## config.mk

```make
export PLATFORM = sky130hd
export DESIGN_NAME = mer_ctrl
export DESIGN_NICKNAME = d
export VERILOG_FILES = /design/src/sv/mer_pkg.sv /design/src/sv/mer_ctrl.sv
export VERILOG_INCLUDE_DIRS = /design/src /design/src/sv
export SDC_FILE = /design/constraint.sdc
export NUM_CORES = 1
export LEC_CHECK = 0
export BUFFER_PORTS_ARGS = -buffer_cell sky130_fd_sc_hd__buf_2
export CAP_MARGIN = 20
export CORE_UTILIZATION = 48
export DETAILED_ROUTE_END_ITERATION = 8
export PLACE_DENSITY = 0.78
export SLEW_MARGIN = 20
export SYNTH_ARGS = -nofsm -noshare
export SYNTH_HDL_FRONTEND = slang
export SYNTH_SLANG_ARGS = --single-unit
```

## constraint.sdc

```tcl
create_clock -name clk -period 1.8 [get_ports clk]
set_clock_uncertainty 0.2 [all_clocks]
set_input_delay 0.45 -clock clk [delete_from_list [all_inputs] [get_ports clk]]
set_output_delay 0.45 -clock clk [all_outputs]
set_load 0.02 [all_outputs]
```

## src/sv/midpoint_ellipse_rasterizer_assert.svh

```systemverilog
// ---------------------------------------------------------------------------
// Midpoint ellipse rasterizer assertion macros
// Shared concurrent assertion forms, clocked and reset-gated.
// ---------------------------------------------------------------------------
`ifndef MIDPOINT_ELLIPSE_RASTERIZER_ASSERT_SVH
`define MIDPOINT_ELLIPSE_RASTERIZER_ASSERT_SVH

// same-cycle implication
`define MER_ASSERT_IMPL(lbl, clk, rst_n, ante, cons, msg) \
	lbl: assert property (@(posedge clk) disable iff (!(rst_n)) (ante) |-> (cons)) \
		else $error(msg);

// next-cycle implication
`define MER_ASSERT_NEXT(lbl, clk, rst_n, ante, cons, msg) \
	lbl: assert property (@(posedge clk) disable iff (!(rst_n)) (ante) |=> (cons)) \
		else $error(msg);

`endif

```

## src/sv/mer_pkg.sv

```systemverilog
// ---------------------------------------------------------------------------
// Midpoint ellipse rasterizer package
// Field widths, codes and the controller/datapath command and status types.
// ---------------------------------------------------------------------------
package mer_pkg;

	localparam int RADIUS_BITS_DEF = 9;
	localparam int CENTER_W        = 10;
	localparam int ORIGIN_W        = 10;
	localparam int PIX_W           = 12;
	localparam int CFG_IDX_W       = 2;

	localparam logic [CFG_IDX_W-1:0] CFG_ORIGIN_X = 2'd0;
	localparam logic [CFG_IDX_W-1:0] CFG_ORIGIN_Y = 2'd1;

	localparam logic [ORIGIN_W-1:0] ORIGIN_X_RST = 10'd320;
	localparam logic [ORIGIN_W-1:0] ORIGIN_Y_RST = 10'd240;

	localparam logic OP_START = 1'b0;
	localparam logic OP_STEP  = 1'b1;

	localparam logic [1:0] QUAD_LAST = 2'd3;

	typedef enum logic [1:0] {
		KIND_INIT1,
		KIND_INIT2,
		KIND_STEP1,
		KIND_STEP2
	} kind_t;

	typedef struct packed {
		logic       load_start;
		logic       load_r2;
		logic       mul_sq;
		logic       mul_pt;
		logic       calc;
		logic       upd;
		logic       emit;
		logic       emit_done;
		kind_t      kind;
		logic [1:0] quad;
	} mer_cmd_t;

	typedef struct packed {
		logic go1;
		logic go2;
	} mer_stat_t;

endpackage

```

## src/sv/mer_ctrl.sv

```systemverilog
// ---------------------------------------------------------------------------
// Midpoint ellipse rasterizer controller
// Sequences load, multiply, compare, update and the four-pixel emission.
// ---------------------------------------------------------------------------
`include "midpoint_ellipse_rasterizer_assert.svh"

module mer_ctrl import mer_pkg::*; (
	input  logic      clk,
	input  logic      arst_n,
	input  logic      in_valid,
	input  logic      in_op,
	output logic      in_ready,
	input  logic      out_ready,
	output logic      out_valid,
	input  mer_stat_t stat,
	output mer_cmd_t  cmd
);

	typedef enum logic [2:0] {
		ST_IDLE,
		ST_SQ,
		ST_MUL,
		ST_CMP,
		ST_UPD,
		ST_EMIT,
		ST_DONE
	} state_t;

	typedef enum logic [1:0] {
		REG_R1,
		REG_R2,
		REG_DONE
	} region_t;

	state_t     state_q;
	region_t    region_q;
	kind_t      kind_q;
	logic [1:0] k_q;
	logic       out_valid_q;
	logic       accept;
	logic       slot_free;

	always_comb begin
		accept        = (state_q == ST_IDLE) && in_valid;
		slot_free     = !out_valid_q || out_ready;
		cmd.load_start = accept && (in_op == OP_START);
		cmd.mul_sq    = state_q == ST_SQ;
		cmd.mul_pt    = state_q == ST_MUL;
		cmd.calc      = state_q == ST_CMP;
		cmd.load_r2   = (state_q == ST_CMP) && (kind_q == KIND_STEP1) && !stat.go1;
		cmd.upd       = state_q == ST_UPD;
		cmd.emit      = (state_q == ST_EMIT) && slot_free;
		cmd.emit_done = (state_q == ST_DONE) && slot_free;
		cmd.kind      = kind_q;
		cmd.quad      = k_q;
	end

	assign in_ready  = state_q == ST_IDLE;
	assign out_valid = out_valid_q;

	always_ff @(posedge clk or negedge arst_n) begin
		if (!arst_n) begin
			state_q     <= ST_IDLE;
			region_q    <= REG_DONE;
			kind_q      <= KIND_INIT1;
			k_q         <= '0;
			out_valid_q <= 1'b0;
		end else begin
			if (cmd.emit || cmd.emit_done) begin
				out_valid_q <= 1'b1;
			end else if (out_ready) begin
				out_valid_q <= 1'b0;
			end
			unique case (state_q)
				ST_IDLE: begin
					if (accept) begin
						if (in_op == OP_START) begin
							kind_q   <= KIND_INIT1;
							region_q <= REG_R1;
							state_q  <= ST_SQ;
						end else begin
							unique case (region_q)
								REG_R1: begin
									kind_q  <= KIND_STEP1;
									state_q <= ST_MUL;
								end
								REG_R2: begin
									kind_q  <= KIND_STEP2;
									state_q <= ST_MUL;
								end
								default: state_q <= ST_DONE;
							endcase
						end
					end
				end
				ST_SQ:  state_q <= ST_MUL;
				ST_MUL: state_q <= ST_CMP;
				ST_CMP: begin
					unique case (kind_q)
						KIND_STEP1: begin
							if (stat.go1) begin
								state_q <= ST_UPD;
							end else begin
								// restart at the end of the horizontal axis
								kind_q   <= KIND_INIT2;
								region_q <= REG_R2;
								state_q  <= ST_MUL;
							end
						end
						KIND_STEP2: begin
							if (stat.go2) begin
								state_q <= ST_UPD;
							end else begin
								region_q <= REG_DONE;
								state_q  <= ST_DONE;
							end
						end
						default: state_q <= ST_UPD;
					endcase
				end
				ST_UPD: begin
					k_q     <= '0;
					state_q <= ST_EMIT;
				end
				ST_EMIT: begin
					if (slot_free) begin
						k_q <= k_q + 2'd1;
						if (k_q == QUAD_LAST) state_q <= ST_IDLE;
					end
				end
				ST_DONE: begin
					if (slot_free) state_q <= ST_IDLE;
				end
				default: state_q <= ST_IDLE;
			endcase
		end
	end

	`MER_ASSERT_NEXT(a_start_enters_r1, clk, arst_n, accept && (in_op == OP_START), (region_q == REG_R1) && (state_q == ST_SQ), "start request did not enter region one")
	`MER_ASSERT_NEXT(a_done_step, clk, arst_n, accept && (in_op == OP_STEP) && (region_q == REG_DONE), state_q == ST_DONE, "step after finish did not report done")
	`MER_ASSERT_NEXT(a_done_sticky, clk, arst_n, (region_q == REG_DONE) && !cmd.load_start, region_q == REG_DONE, "finished ellipse resumed without start")
	`MER_ASSERT_NEXT(a_last_pixel, clk, arst_n, cmd.emit && (k_q == QUAD_LAST), (state_q == ST_IDLE) && out_valid_q, "fourth pixel did not end the request")
	`MER_ASSERT_IMPL(a_load_free_slot, clk, arst_n, cmd.emit || cmd.emit_done, (state_q == ST_EMIT) || (state_q == ST_DONE), "output loaded outside emission")

endmodule

```

==> results.json <==
{
  "status": "finished with violations",
  "violations": "setup timing",
  "num_vias": 860,
  "grt_util_all_layers_pct": 26.6,
  "r2r_cells": 4,
  "numClockSinks": 10,
  "fp.dieH_microns": 39.3,
  "synth_area_leaders": "dfrtp_1 (34%), dfstp_2 (3.9%), nand2_1 (3.9%), nor2_1 (3.9%), a22o_1 (3.9%)",
  "dp_hpwl_microns": 1190,
  "h-tree-depth": 1,
  "ff_latch_area_sq_um": 255,
  "dieWidth_microns": 39.3,
  "grt_pass1_vias": 581,
  "die-area_sq_um": 1550,
  "rsz0062_at_grt": "yes",
  "grt_overflow_total": 0,
  "n_fill_cell": 51,
  "cts_tree": "done",
  "clock.fmax_mhz": 496,
  "crit_slowest_cell": "dfrtp_2",
  "multi_input_area_sq_um": 459,
  "syn_to_final_growth_pct": 75.0,
  "clk_pin_slew_ns": 0.08,
  "grt_pass1_wl_microns": 2660,
  "grt_max_degree": 11,
  "clk_latency_ns": 0.28,
  "max-cap-violations": 0,
  "drt-pass1-iter-count": 4,
  "relSlewSlack_pct": 72.3,
  "final_cell_area_sq_um": 1170,
  "synth.area.mux_share_pct": 1.68,
  "routabilityCongestion": 0.904,
  "syn_avg_cell_area_sq_um": 9.30,
  "synth_top_area_share_pct": 33.6,
  "cts_buffer_depth": 2,
  "io_buffers": 20,
  "peakVddDrop_uv": 1160,
  "drive_gt1_share_pct": 62.8,
  "drt_iter0_drc": 28,
  "crit_top_cell": "buf_4",
  "start_kind": "flop",
  "syn_area_sq_um": 669,
  "crit_chain": "buf_4 > nand2_4 > nor3_2 > buf_4",
  "drt.antenna.violating_nets": 0,
  "seq_area_frac_synth_pct": 37.6,
  "core-area_sq_um": 1300,
  "power_leakage_nw": 0.579,
  "insertedDiodeCount": 0,
  "critical_path_class": "flop to output port",
  "power_w": 0.00231,
  "finalHoldViolations": 0,
  "start_util_pct": 51.4,
  "tightestPinTransition_ns": 0.413,
  "end_kind": "output port",
  "arrival_ns": 1.36,
  "synthDistinctLibCells": 34,
  "vias_per_cell": 6.32,
  "post_dp_cell_area_sq_um": 852,
  "ys_ff_latch": 10,
  "min_path_cells": 3,
  "mappedNetlistNets": 80,
  "synth_top_area_cell": "dfrtp_1",
  "finalCritPeriodShare_pct": 112,
  "synth-simple-area-share_pct": 29.0,
  "routedWlPerCell_microns": 20.5,
  "synth-adder-area-share_pct": 1.87,
  "post-place-ws_ns": -0.0595,
  "worstPathMaxFanout": 6,
  "post-route-util_pct": 90.0,
  "min_period_ns": 2.01,
  "drc_errors": 0,
  "synth_cells": 72,
  "root_buffer": "clkbuf_4",
  "synth_compound_area_share_pct": 22.2,
  "final_nets": 130,
  "antenna_found_initial": 0,
  "hold_class": "input pin to flop",
  "p_per_area_nw_per_um2": 1980,
  "timing.final.ws_setup_ns": -0.215,
  "numCtsBuffers": 3,
  "critPathRequiredTime_ns": 1.15,
  "slowest_delay_ns": 0.46,
  "synth-xor-area-share_pct": 1.31,
  "report.final.slew_viol_count": 0,
  "synth_top_family_by_area": "simple AND/OR/NAND/NOR gates",
  "yosysWarnings": 0,
  "finalSetupViolations": 10,
  "wirelength_microns": 2790,
  "io_pins": 21,
  "placement_rows": 13
}
==> critical path: cells and delay by family (launching register included) <==
kind	cells	cell delay [ns]
AND/OR/NAND/NOR	2	0.28
flip-flops	1	0.46
buffers and inverters	2	0.35
==> metrics by stage <==
| stage | std cells | setup TNS, ns | hold slack [ns] |
|---|---|---|---|
| final | 136 | -1.09 | 0.287 |
| after global routing | 136 | -1.56 | 0.274 |
| after floorplan | 72 | -0.0598 | -0.0456 |
| after CTS | 129 | -0.534 | 0.257 |
| after detailed placement | 112 | -0.0595 | 0.119 |
| after global placement | 112 | -0.0427 | 0.113 |
==> layer usage <==
metal	share of wire (%)	GRT usage, %	wire length [microns]
met1	39	36.6	1080
met2	50	39.6	1390
met3	7.4	10.2	207
met4	4.3	5.17	121
met5	0	0	0
==> registers in the layout (all words and copies together) (netlist names) <==
name       flops
k_q            2
kind_q         2
out_valid      1
region_q       2
state_q        3
==> Yosys cell counts, drive strengths merged <==
library cell / instances
a2bb2oi: 1
nand3: 3
xor2: 1
clkbuf: 1
nand2b: 3
dfstp: 1
and2b: 1
a21oi: 3
a31oi: 2
nand2: 7
a221oi: 1
o211a: 1
nor2: 8
nor3b: 2
inv: 3
nor3: 5
o21ai: 3
a21o: 2
a22o: 3
nand3b: 1
a211oi: 1
or3b: 1
a311oi: 1
buf: 3
ha: 1
mux2: 1
dfrtp: 9
a32oi: 1
or3: 1
o22ai: 1
==> path summary, 6_finish.rpt <==
| kind | slack [ns] | from | to |
|---|---|---|---|
| worst max-delay path | -0.21 | state_q[2] | cmd[4] |
| worst min-delay path | 0.29 | stat[0] | region_q[1] |
| worst max register to register | -0.04 | kind_q[0] | state_q[1] |
| worst min register to register | 0.34 | region_q[1] | region_q[1] |
| max in group asynchronous | 0.76 | arst_n | region_q[1] |
| min in group asynchronous | 0.36 | arst_n | state_q[1] |
==> logic make-up (layout without fill, tap and decap cells) <==
logic type      count (synthesis)  after routing
mux                             1              1
compound gates                 20             20
xor+xnor                        1              1
flops                          10             10
buf+inv                         7             56
fa+ha+maj                       1              1
simple gates                   32             32
==> cells in the final DEF (no fill, tap or decap), types with 3 or more instances in the layout <==
| cell type | count |
|---|---|
| buf_4 | 25 |
| buf_6 | 12 |
| buf_2 | 11 |
| dfrtp_1 | 6 |
| nor2_4 | 4 |
| nand2_1 | 4 |
| nor2_1 | 3 |
| a21oi_1 | 3 |
| nor3_1 | 3 |
| o21ai_0 | 3 |
| a22o_1 | 3 |
| clkbuf_4 | 3 |
| dfrtp_2 | 3 |
==> power by group <==
part / switching [W] / internal (W)
combinational: 0.000821 / 0.000798
sequential: 0.000144 / 0.000339
clock: 0.0000890 / 0.000123
==> area by class of cell <==
cell class,count,area share (%)
inverter,3,1.18
sequential,10,21.8
multi-input combinational,55,39.2
tap,15,1.60
clock buffer,4,3.10
timing repair buffer,49,33.1
==> repair_timing <==
item                                    4_1_cts  5_1_grt
resized for setup                            18       21
endpoints found under the setup margin        9        9
pin swaps                                     4        8
hold endpoints to repair                      9        0
hold buffers                                  1        0
buffers inserted                             12        8
Note: power is estimated with default switching activity, not from simulation.
