File: src/sv/midpoint_ellipse_rasterizer_assert.svh
// ---------------------------------------------------------------------------
// Midpoint ellipse rasterizer assertion macros
// Shared concurrent assertion forms, clocked and reset-gated.
// ---------------------------------------------------------------------------
`ifndef MIDPOINT_ELLIPSE_RASTERIZER_ASSERT_SVH
`define MIDPOINT_ELLIPSE_RASTERIZER_ASSERT_SVH

// same-cycle implication
`define MER_ASSERT_IMPL(lbl, clk, rst_n, ante, cons, msg) \
	lbl: assert property (@(posedge clk) disable iff (!(rst_n)) (ante) |-> (cons)) \
		else $error(msg);

// next-cycle implication
`define MER_ASSERT_NEXT(lbl, clk, rst_n, ante, cons, msg) \
	lbl: assert property (@(posedge clk) disable iff (!(rst_n)) (ante) |=> (cons)) \
		else $error(msg);

`endif

File: src/sv/mer_pkg.sv
// ---------------------------------------------------------------------------
// Midpoint ellipse rasterizer package
// Field widths, codes and the controller/datapath command and status types.
// ---------------------------------------------------------------------------
package mer_pkg;

	localparam int RADIUS_BITS_DEF = 9;
	localparam int CENTER_W        = 10;
	localparam int ORIGIN_W        = 10;
	localparam int PIX_W           = 12;
	localparam int CFG_IDX_W       = 2;

	localparam logic [CFG_IDX_W-1:0] CFG_ORIGIN_X = 2'd0;
	localparam logic [CFG_IDX_W-1:0] CFG_ORIGIN_Y = 2'd1;

	localparam logic [ORIGIN_W-1:0] ORIGIN_X_RST = 10'd320;
	localparam logic [ORIGIN_W-1:0] ORIGIN_Y_RST = 10'd240;

	localparam logic OP_START = 1'b0;
	localparam logic OP_STEP  = 1'b1;

	localparam logic [1:0] QUAD_LAST = 2'd3;

	typedef enum logic [1:0] {
		KIND_INIT1,
		KIND_INIT2,
		KIND_STEP1,
		KIND_STEP2
	} kind_t;

	typedef struct packed {
		logic       load_start;
		logic       load_r2;
		logic       mul_sq;
		logic       mul_pt;
		logic       calc;
		logic       upd;
		logic       emit;
		logic       emit_done;
		kind_t      kind;
		logic [1:0] quad;
	} mer_cmd_t;

	typedef struct packed {
		logic go1;
		logic go2;
	} mer_stat_t;

endpackage

File: src/sv/mer_datapath.sv
// ---------------------------------------------------------------------------
// Midpoint ellipse rasterizer datapath
// Ellipse registers, shared multipliers, decision update and pixel output.
// ---------------------------------------------------------------------------
module mer_datapath import mer_pkg::*; #(
	parameter int RADIUS_BITS = RADIUS_BITS_DEF
) (
	input  logic                       clk,
	input  logic                       arst_n,
	input  logic                       cfg_valid,
	input  logic [CFG_IDX_W-1:0]       cfg_index,
	input  logic [ORIGIN_W-1:0]        cfg_data,
	input  logic signed [CENTER_W-1:0] center_x,
	input  logic signed [CENTER_W-1:0] center_y,
	input  logic [RADIUS_BITS-1:0]     radius_x,
	input  logic [RADIUS_BITS-1:0]     radius_y,
	input  mer_cmd_t                   cmd,
	output mer_stat_t                  stat,
	output logic signed [PIX_W-1:0]    pixel_x,
	output logic signed [PIX_W-1:0]    pixel_y,
	output logic                       last,
	output logic                       done_res
);

	localparam int PW  = RADIUS_BITS + 1;
	localparam int AW  = 2 * RADIUS_BITS;
	localparam int PRW = AW + PW;
	localparam int DW  = 4 * RADIUS_BITS + 6;
	localparam int SW  = (PW > PIX_W) ? PW : PIX_W;

	logic [ORIGIN_W-1:0]        origin_x_q, origin_y_q;
	logic signed [CENTER_W-1:0] cx_q, cy_q;
	logic [RADIUS_BITS-1:0]     rx_q, ry_q;
	logic [PW-1:0]              x_q, y_q;
	logic [AW-1:0]              a_q, b_q;
	logic [AW+3:0]              a12_q, b12_q;
	logic [PRW-1:0]             pax_q, pby_q;
	logic signed [DW-1:0]       inc_q, dec_q, d_q;
	logic signed [PIX_W-1:0]    px_q, py_q;
	logic                       last_q, done_q;

	logic [AW-1:0]        ml_a, ml_b;
	logic [PW-1:0]        mr_a, mr_b;
	logic [PRW-1:0]       prod_a, prod_b;
	logic signed [DW-1:0] pax_w, pby_w, a_w, b_w, a12_w, b12_w, inc_d, dec_d;
	logic                 dpos;
	logic [SW-1:0]        xs, ys, px_f, py_f;

	// configuration registers
	always_ff @(posedge clk or negedge arst_n) begin
		if (!arst_n) begin
			origin_x_q <= ORIGIN_X_RST;
			origin_y_q <= ORIGIN_Y_RST;
		end else if (cfg_valid) begin
			if (cfg_index == CFG_ORIGIN_X) origin_x_q <= cfg_data;
			if (cfg_index == CFG_ORIGIN_Y) origin_y_q <= cfg_data;
		end
	end

	always_comb begin
		ml_a   = cmd.mul_sq ? AW'(ry_q) : a_q;
		mr_a   = cmd.mul_sq ? PW'(ry_q) : x_q;
		ml_b   = cmd.mul_sq ? AW'(rx_q) : b_q;
		mr_b   = cmd.mul_sq ? PW'(rx_q) : y_q;
		prod_a = PRW'(ml_a) * PRW'(mr_a);
		prod_b = PRW'(ml_b) * PRW'(mr_b);
	end

	always_comb begin
		pax_w = DW'(pax_q);
		pby_w = DW'(pby_q);
		a_w   = DW'(a_q);
		b_w   = DW'(b_q);
		a12_w = DW'(a12_q);
		b12_w = DW'(b12_q);
		unique case (cmd.kind)
			KIND_INIT1: begin
				inc_d = (a_w <<< 2) + b_w;
				dec_d = pby_w <<< 2;
			end
			KIND_INIT2: begin
				inc_d = (b_w <<< 2) + a_w;
				dec_d = pax_w <<< 2;
			end
			KIND_STEP1: begin
				inc_d = (pax_w <<< 3) + a12_w;
				dec_d = (pby_w <<< 3) - (b_w <<< 3);
			end
			default: begin
				inc_d = (pby_w <<< 3) + b12_w;
				dec_d = (pax_w <<< 3) - (a_w <<< 3);
			end
		endcase
		stat.go1 = (y_q != '0) && (pax_q <= pby_q);
		stat.go2 = pby_q < pax_q;
		dpos     = d_q > 0;
	end

	always_comb begin
		xs   = SW'(x_q);
		ys   = SW'(y_q);
		px_f = SW'(origin_x_q) + SW'(cx_q) + (cmd.quad[0] ? -xs : xs);
		py_f = SW'(origin_y_q) - SW'(cy_q) + (cmd.quad[1] ? -ys : ys);
	end

	always_ff @(posedge clk) begin
		a12_q <= ((AW+4)'(a_q) << 3) + ((AW+4)'(a_q) << 2);
		b12_q <= ((AW+4)'(b_q) << 3) + ((AW+4)'(b_q) << 2);
		if (cmd.load_start) begin
			cx_q <= center_x;
			cy_q <= center_y;
			rx_q <= radius_x;
			ry_q <= radius_y;
			x_q  <= '0;
			y_q  <= PW'(radius_y);
		end
		if (cmd.load_r2) begin
			x_q <= PW'(rx_q);
			y_q <= '0;
		end
		if (cmd.mul_sq) begin
			a_q <= prod_a[AW-1:0];
			b_q <= prod_b[AW-1:0];
		end
		if (cmd.mul_pt) begin
			pax_q <= prod_a;
			pby_q <= prod_b;
		end
		if (cmd.calc) begin
			inc_q <= inc_d;
			dec_q <= dec_d;
		end
		if (cmd.upd) begin
			unique case (cmd.kind)
				KIND_INIT1, KIND_INIT2: begin
					d_q <= inc_q - dec_q;
				end
				KIND_STEP1: begin
					d_q <= d_q + inc_q - (dpos ? dec_q : '0);
					x_q <= x_q + PW'(1);
					y_q <= y_q - PW'(dpos);
				end
				default: begin
					d_q <= d_q + inc_q - (dpos ? dec_q : '0);
					y_q <= y_q + PW'(1);
					x_q <= x_q - PW'(dpos);
				end
			endcase
		end
		if (cmd.emit) begin
			px_q   <= px_f[PIX_W-1:0];
			py_q   <= py_f[PIX_W-1:0];
			last_q <= cmd.quad == QUAD_LAST;
			done_q <= 1'b0;
		end else if (cmd.emit_done) begin
			px_q   <= '0;
			py_q   <= '0;
			last_q <= 1'b1;
			done_q <= 1'b1;
		end
	end

	assign pixel_x  = px_q;
	assign pixel_y  = py_q;
	assign last     = last_q;
	assign done_res = done_q;

endmodule

File: config.mk
export PLATFORM = sky130hd
export DESIGN_NAME = mer_datapath
export DESIGN_NICKNAME = d
export VERILOG_FILES = /design/src/sv/midpoint_ellipse_rasterizer_assert.svh /design/src/sv/mer_pkg.sv /design/src/sv/mer_datapath.sv
export SDC_FILE = /design/constraint.sdc
export NUM_CORES = 2
export LEC_CHECK = 0
export BUFFER_PORTS_ARGS = -buffer_cell sky130_fd_sc_hd__buf_2
export CAP_MARGIN = 20
export CORE_MARGIN = 4
export CORE_UTILIZATION = 45
export DETAILED_ROUTE_END_ITERATION = 16
export GPL_TIMING_DRIVEN = 1
export HOLD_SLACK_MARGIN = 0.06
export SYNTH_ARGS = -nofsm -noshare
export SYNTH_HDL_FRONTEND = slang
export SYNTH_SLANG_ARGS = --single-unit
File: constraint.sdc
create_clock -name clk -period 8.85 [get_ports clk]
set_clock_uncertainty 0.05 [all_clocks]
set_input_delay 0.4425 -clock clk [delete_from_list [all_inputs] [get_ports clk]]
set_output_delay 0.4425 -clock clk [all_outputs]
set_load 0.05 [all_outputs]
==> impl_metrics.tcl <==
set metrics [dict create \
    run_status "finished clean" \
    drt_drc_violations_left 0 \
    netlist.area_leader.share_pct 20.05 \
    syn_nets 5047 \
    setup_viol_count_final 0 \
    timing_worst_setup_path_type "flip-flop to flip-flop" \
    leading_area_contributor_after_synthesis "sky130_fd_sc_hd__edfxtp_1" \
    via_to_cell_ratio 5.481 \
    cts-resized-gates 0 \
    die_width_um 301.6 \
    timing_max_transition_violations_final 0 \
    worst-path-max-fanout 10 \
    layout.filler_cells 8048 \
    cts_hold_buf 48 \
    cts.path.max_buffers 3 \
    final_hold_viol_count 0 \
    routedWlPerCell_um 19.35 \
    postSynth.topFlopCell "sky130_fd_sc_hd__edfxtp_1" \
    mappedNetlistArea_mm2 0.03879 \
    drive_gt1_share_pct 6.363 \
    rows 107 \
    die_area_mm2 0.09095 \
    clock-sinks 340 \
    postSynthAreaPerCell_um2 9.135 \
    critPathCaptureType "flip-flop" \
    finalCriticalPeriod_ps 7270 \
    source_to_sink_clock_delay_at_the_later_pin_of_the_worst_skew_pair_ps 580 \
    net_count_final 5137 \
    initial_core_util_pct 45.48 \
    detailed_place_hpwl_um 87250 \
    cp-start-kind "flip-flop" \
    critical_path_cell_with_the_highest_stage_delay "sky130_fd_sc_hd__nor2b_1" \
    core_footprint_mm2 0.08528 \
    cts_setup_buffers 0 \
    tritoncts_clock_tree "done" \
    io_pins 93 \
    critical_path.max_stage_delay_ps 550 \
    layout-area-overhead-vs-synth_pct 8.948 \
    largest_net_degree_at_the_start_of_global_routing 66 \
    synth.top_cells.by_area "sky130_fd_sc_hd__edfxtp_1, sky130_fd_sc_hd__fa_1, sky130_fd_sc_hd__ha_1, sky130_fd_sc_hd__inv_1, sky130_fd_sc_hd__xnor2_1" \
    antenna_found_initial 1 \
    timing.max_cap.violations 0 \
    post_synth_inst_count 4246 \
    cts_max_level 2 \
    totalWireLength_um 106700 \
    layout.cell_area.non_filler_mm2 0.04226 \
    global_route_wire_length_before_repair_um 168600 \
    synthArstFlopShare_pct 5.882 \
    path_common_cell "sky130_fd_sc_hd__fa_1" \
    drt.antenna.violating_nets 0 \
    detailroute.via_count 30220 \
    die_height_um 301.6 \
    yosysWarnings 0 \
    grt.overflow.total 0 \
    setup-tns-final_ps 0 \
    first_pass_iters 5 \
    port-buffer-count 92 \
    initialDrtViolationCount 1706 \
    worst_hold_slack_ps 100.6 \
    synth_edf_count 259 \
    clockRootBuffer "sky130_fd_sc_hd__clkbuf_16" \
    gp_congestion 0.9146 \
    final_min_period_over_clock_period_pct 82.15 \
    cp_data_required_time_ps 9100 \
    cts_buffers 42 \
    grtUsageTotal_pct 23.50 \
    worst_margin_slew_ps 1004 \
    grt_pass1_vias 30090 \
    slew_headroom_pct 32.19 \
    maximum_achievable_frequency_mhz 137.5 \
    diodes_inserted 0 \
    arrival_ps 7520 \
    grt_setup_unrepaired "false" \
    timing.critical_path.cells "nor2b_1 -> a21oi_1 -> or2_2 -> fa_1 -> fa_1 -> inv_1 -> fa_1 -> fa_1 -> inv_1 -> fa_1 -> inv_1 -> ha_1 -> a21o_1 -> a211oi_1 -> o21bai_1 -> or4_1 -> o21ai_1 -> o21ai_1 -> o41a_1 -> a21oi_1 -> o21ai_1 -> xnor2_1" \
    final_cell_mix "sky130_fd_sc_hd__inv_1, sky130_fd_sc_hd__ha_1, sky130_fd_sc_hd__nand2_1, sky130_fd_sc_hd__nor2_1, sky130_fd_sc_hd__fa_1" \
    yosysSeqAreaShare_pct 24.51 \
    ys_seq_elements 340 \
    worstHoldPathType "input port to flip-flop" \
    most_frequent_standard_cell_in_the_layout_excluding_fill_and_tap_cells "sky130_fd_sc_hd__inv_1" \
    post_synth_num_cell_types 86 \
    placement.cell_area_mm2 0.04047 \
    clock_transition_at_the_registers_of_the_reported_paths_ps 60 \
]
## flip-flops by register name (all words and copies together), names as in the netlist, 12 cells and up
signal / count
d_q: 42
inc_q: 32
dec_q: 30
pax_q: 28
pby_q: 28
a12_q: 20
b12_q: 20
a_q: 18
b_q: 18
pixel_x: 12
pixel_y: 12
## path summary, 6_finish.rpt
| path | slack [ps] | cells after the start | from | to |
|---|---|---|---|---|
| setup / recovery | 1580 | 22 | y_q[4] | pby_q[25] |
| hold / removal | 100 | 1 | radius_y[0] | ry_q[0] |
| setup reg to reg | 1580 | 22 | y_q[4] | pby_q[25] |
| hold reg to reg | 420 | 2 | done_res | done_res |
| max in group asynchronous | 8120 | 2 | arst_n | origin_y_q[6] |
| min in group asynchronous | 290 | 2 | arst_n | origin_y_q[0] |
## cells in the mapped netlist (all sizes together) (62+ instances only)
cell type	instances
ha	422
nand2	351
nand3	68
xnor2	196
edfxtp	259
a21o	101
nor2b	62
inv	606
o21ai	200
a21oi	250
and2	99
nor3	112
xor2	84
nor2	319
fa	314
clkbuf	111
## per-layer routing
layer	part of all wire, %	GRT usage (%)	vias up	routed length, µm
met3	5.0	2.887	141	5387
li1	-	-	14730	-
met2	46	38.89	687	49240
met4	2.9	6.622	0	3146
met5	0	0	-	0
met1	46	32.58	14650	48910
## logic make-up after synthesis
logic type	count (synthesis)	share of synthesized area (%)
simple gates	1212	14.78
compound gates	871	14.64
fa+ha+maj	736	29.82
buf+inv	733	7.097
flops	340	24.51
xor+xnor	280	6.323
mux	74	2.826
## critical path: cells and delay by family, from the launching register on
family | cells | cell delay [ps]
DFF | 1 | 480
AOI/OAI and AO/OA | 9 | 2060
xor gates and xnor gates | 1 | 130
adders and majority gates | 6 | 2800
and+or+nand+nor | 3 | 1350
buffers and inverters | 3 | 140
## layout make-up
type	instances	area, µm²	area share (%)
clock buffers	51	1116	2.641
clock inverters	26	181.4	0.4293
inverters	607	2278	5.392
multi-input cells	3173	26540	62.80
flip-flops and latches	340	9507	22.50
well taps	1144	1431	3.387
repair buffers	172	1206	2.854
## through the flow
stage	cells	utilization, %	setup WS (ps)
after global routing	5513	49.55	1148
final	5513	49.55	1580
after global placement	5384	47.42	1344
after detailed placement	5387	47.46	1189
after floorplan	4246	-	1844
after CTS	5512	49.54	1599
Power is not shown: default switching activity piles up to over one toggle a cycle in this logic, so the estimate is an artifact.
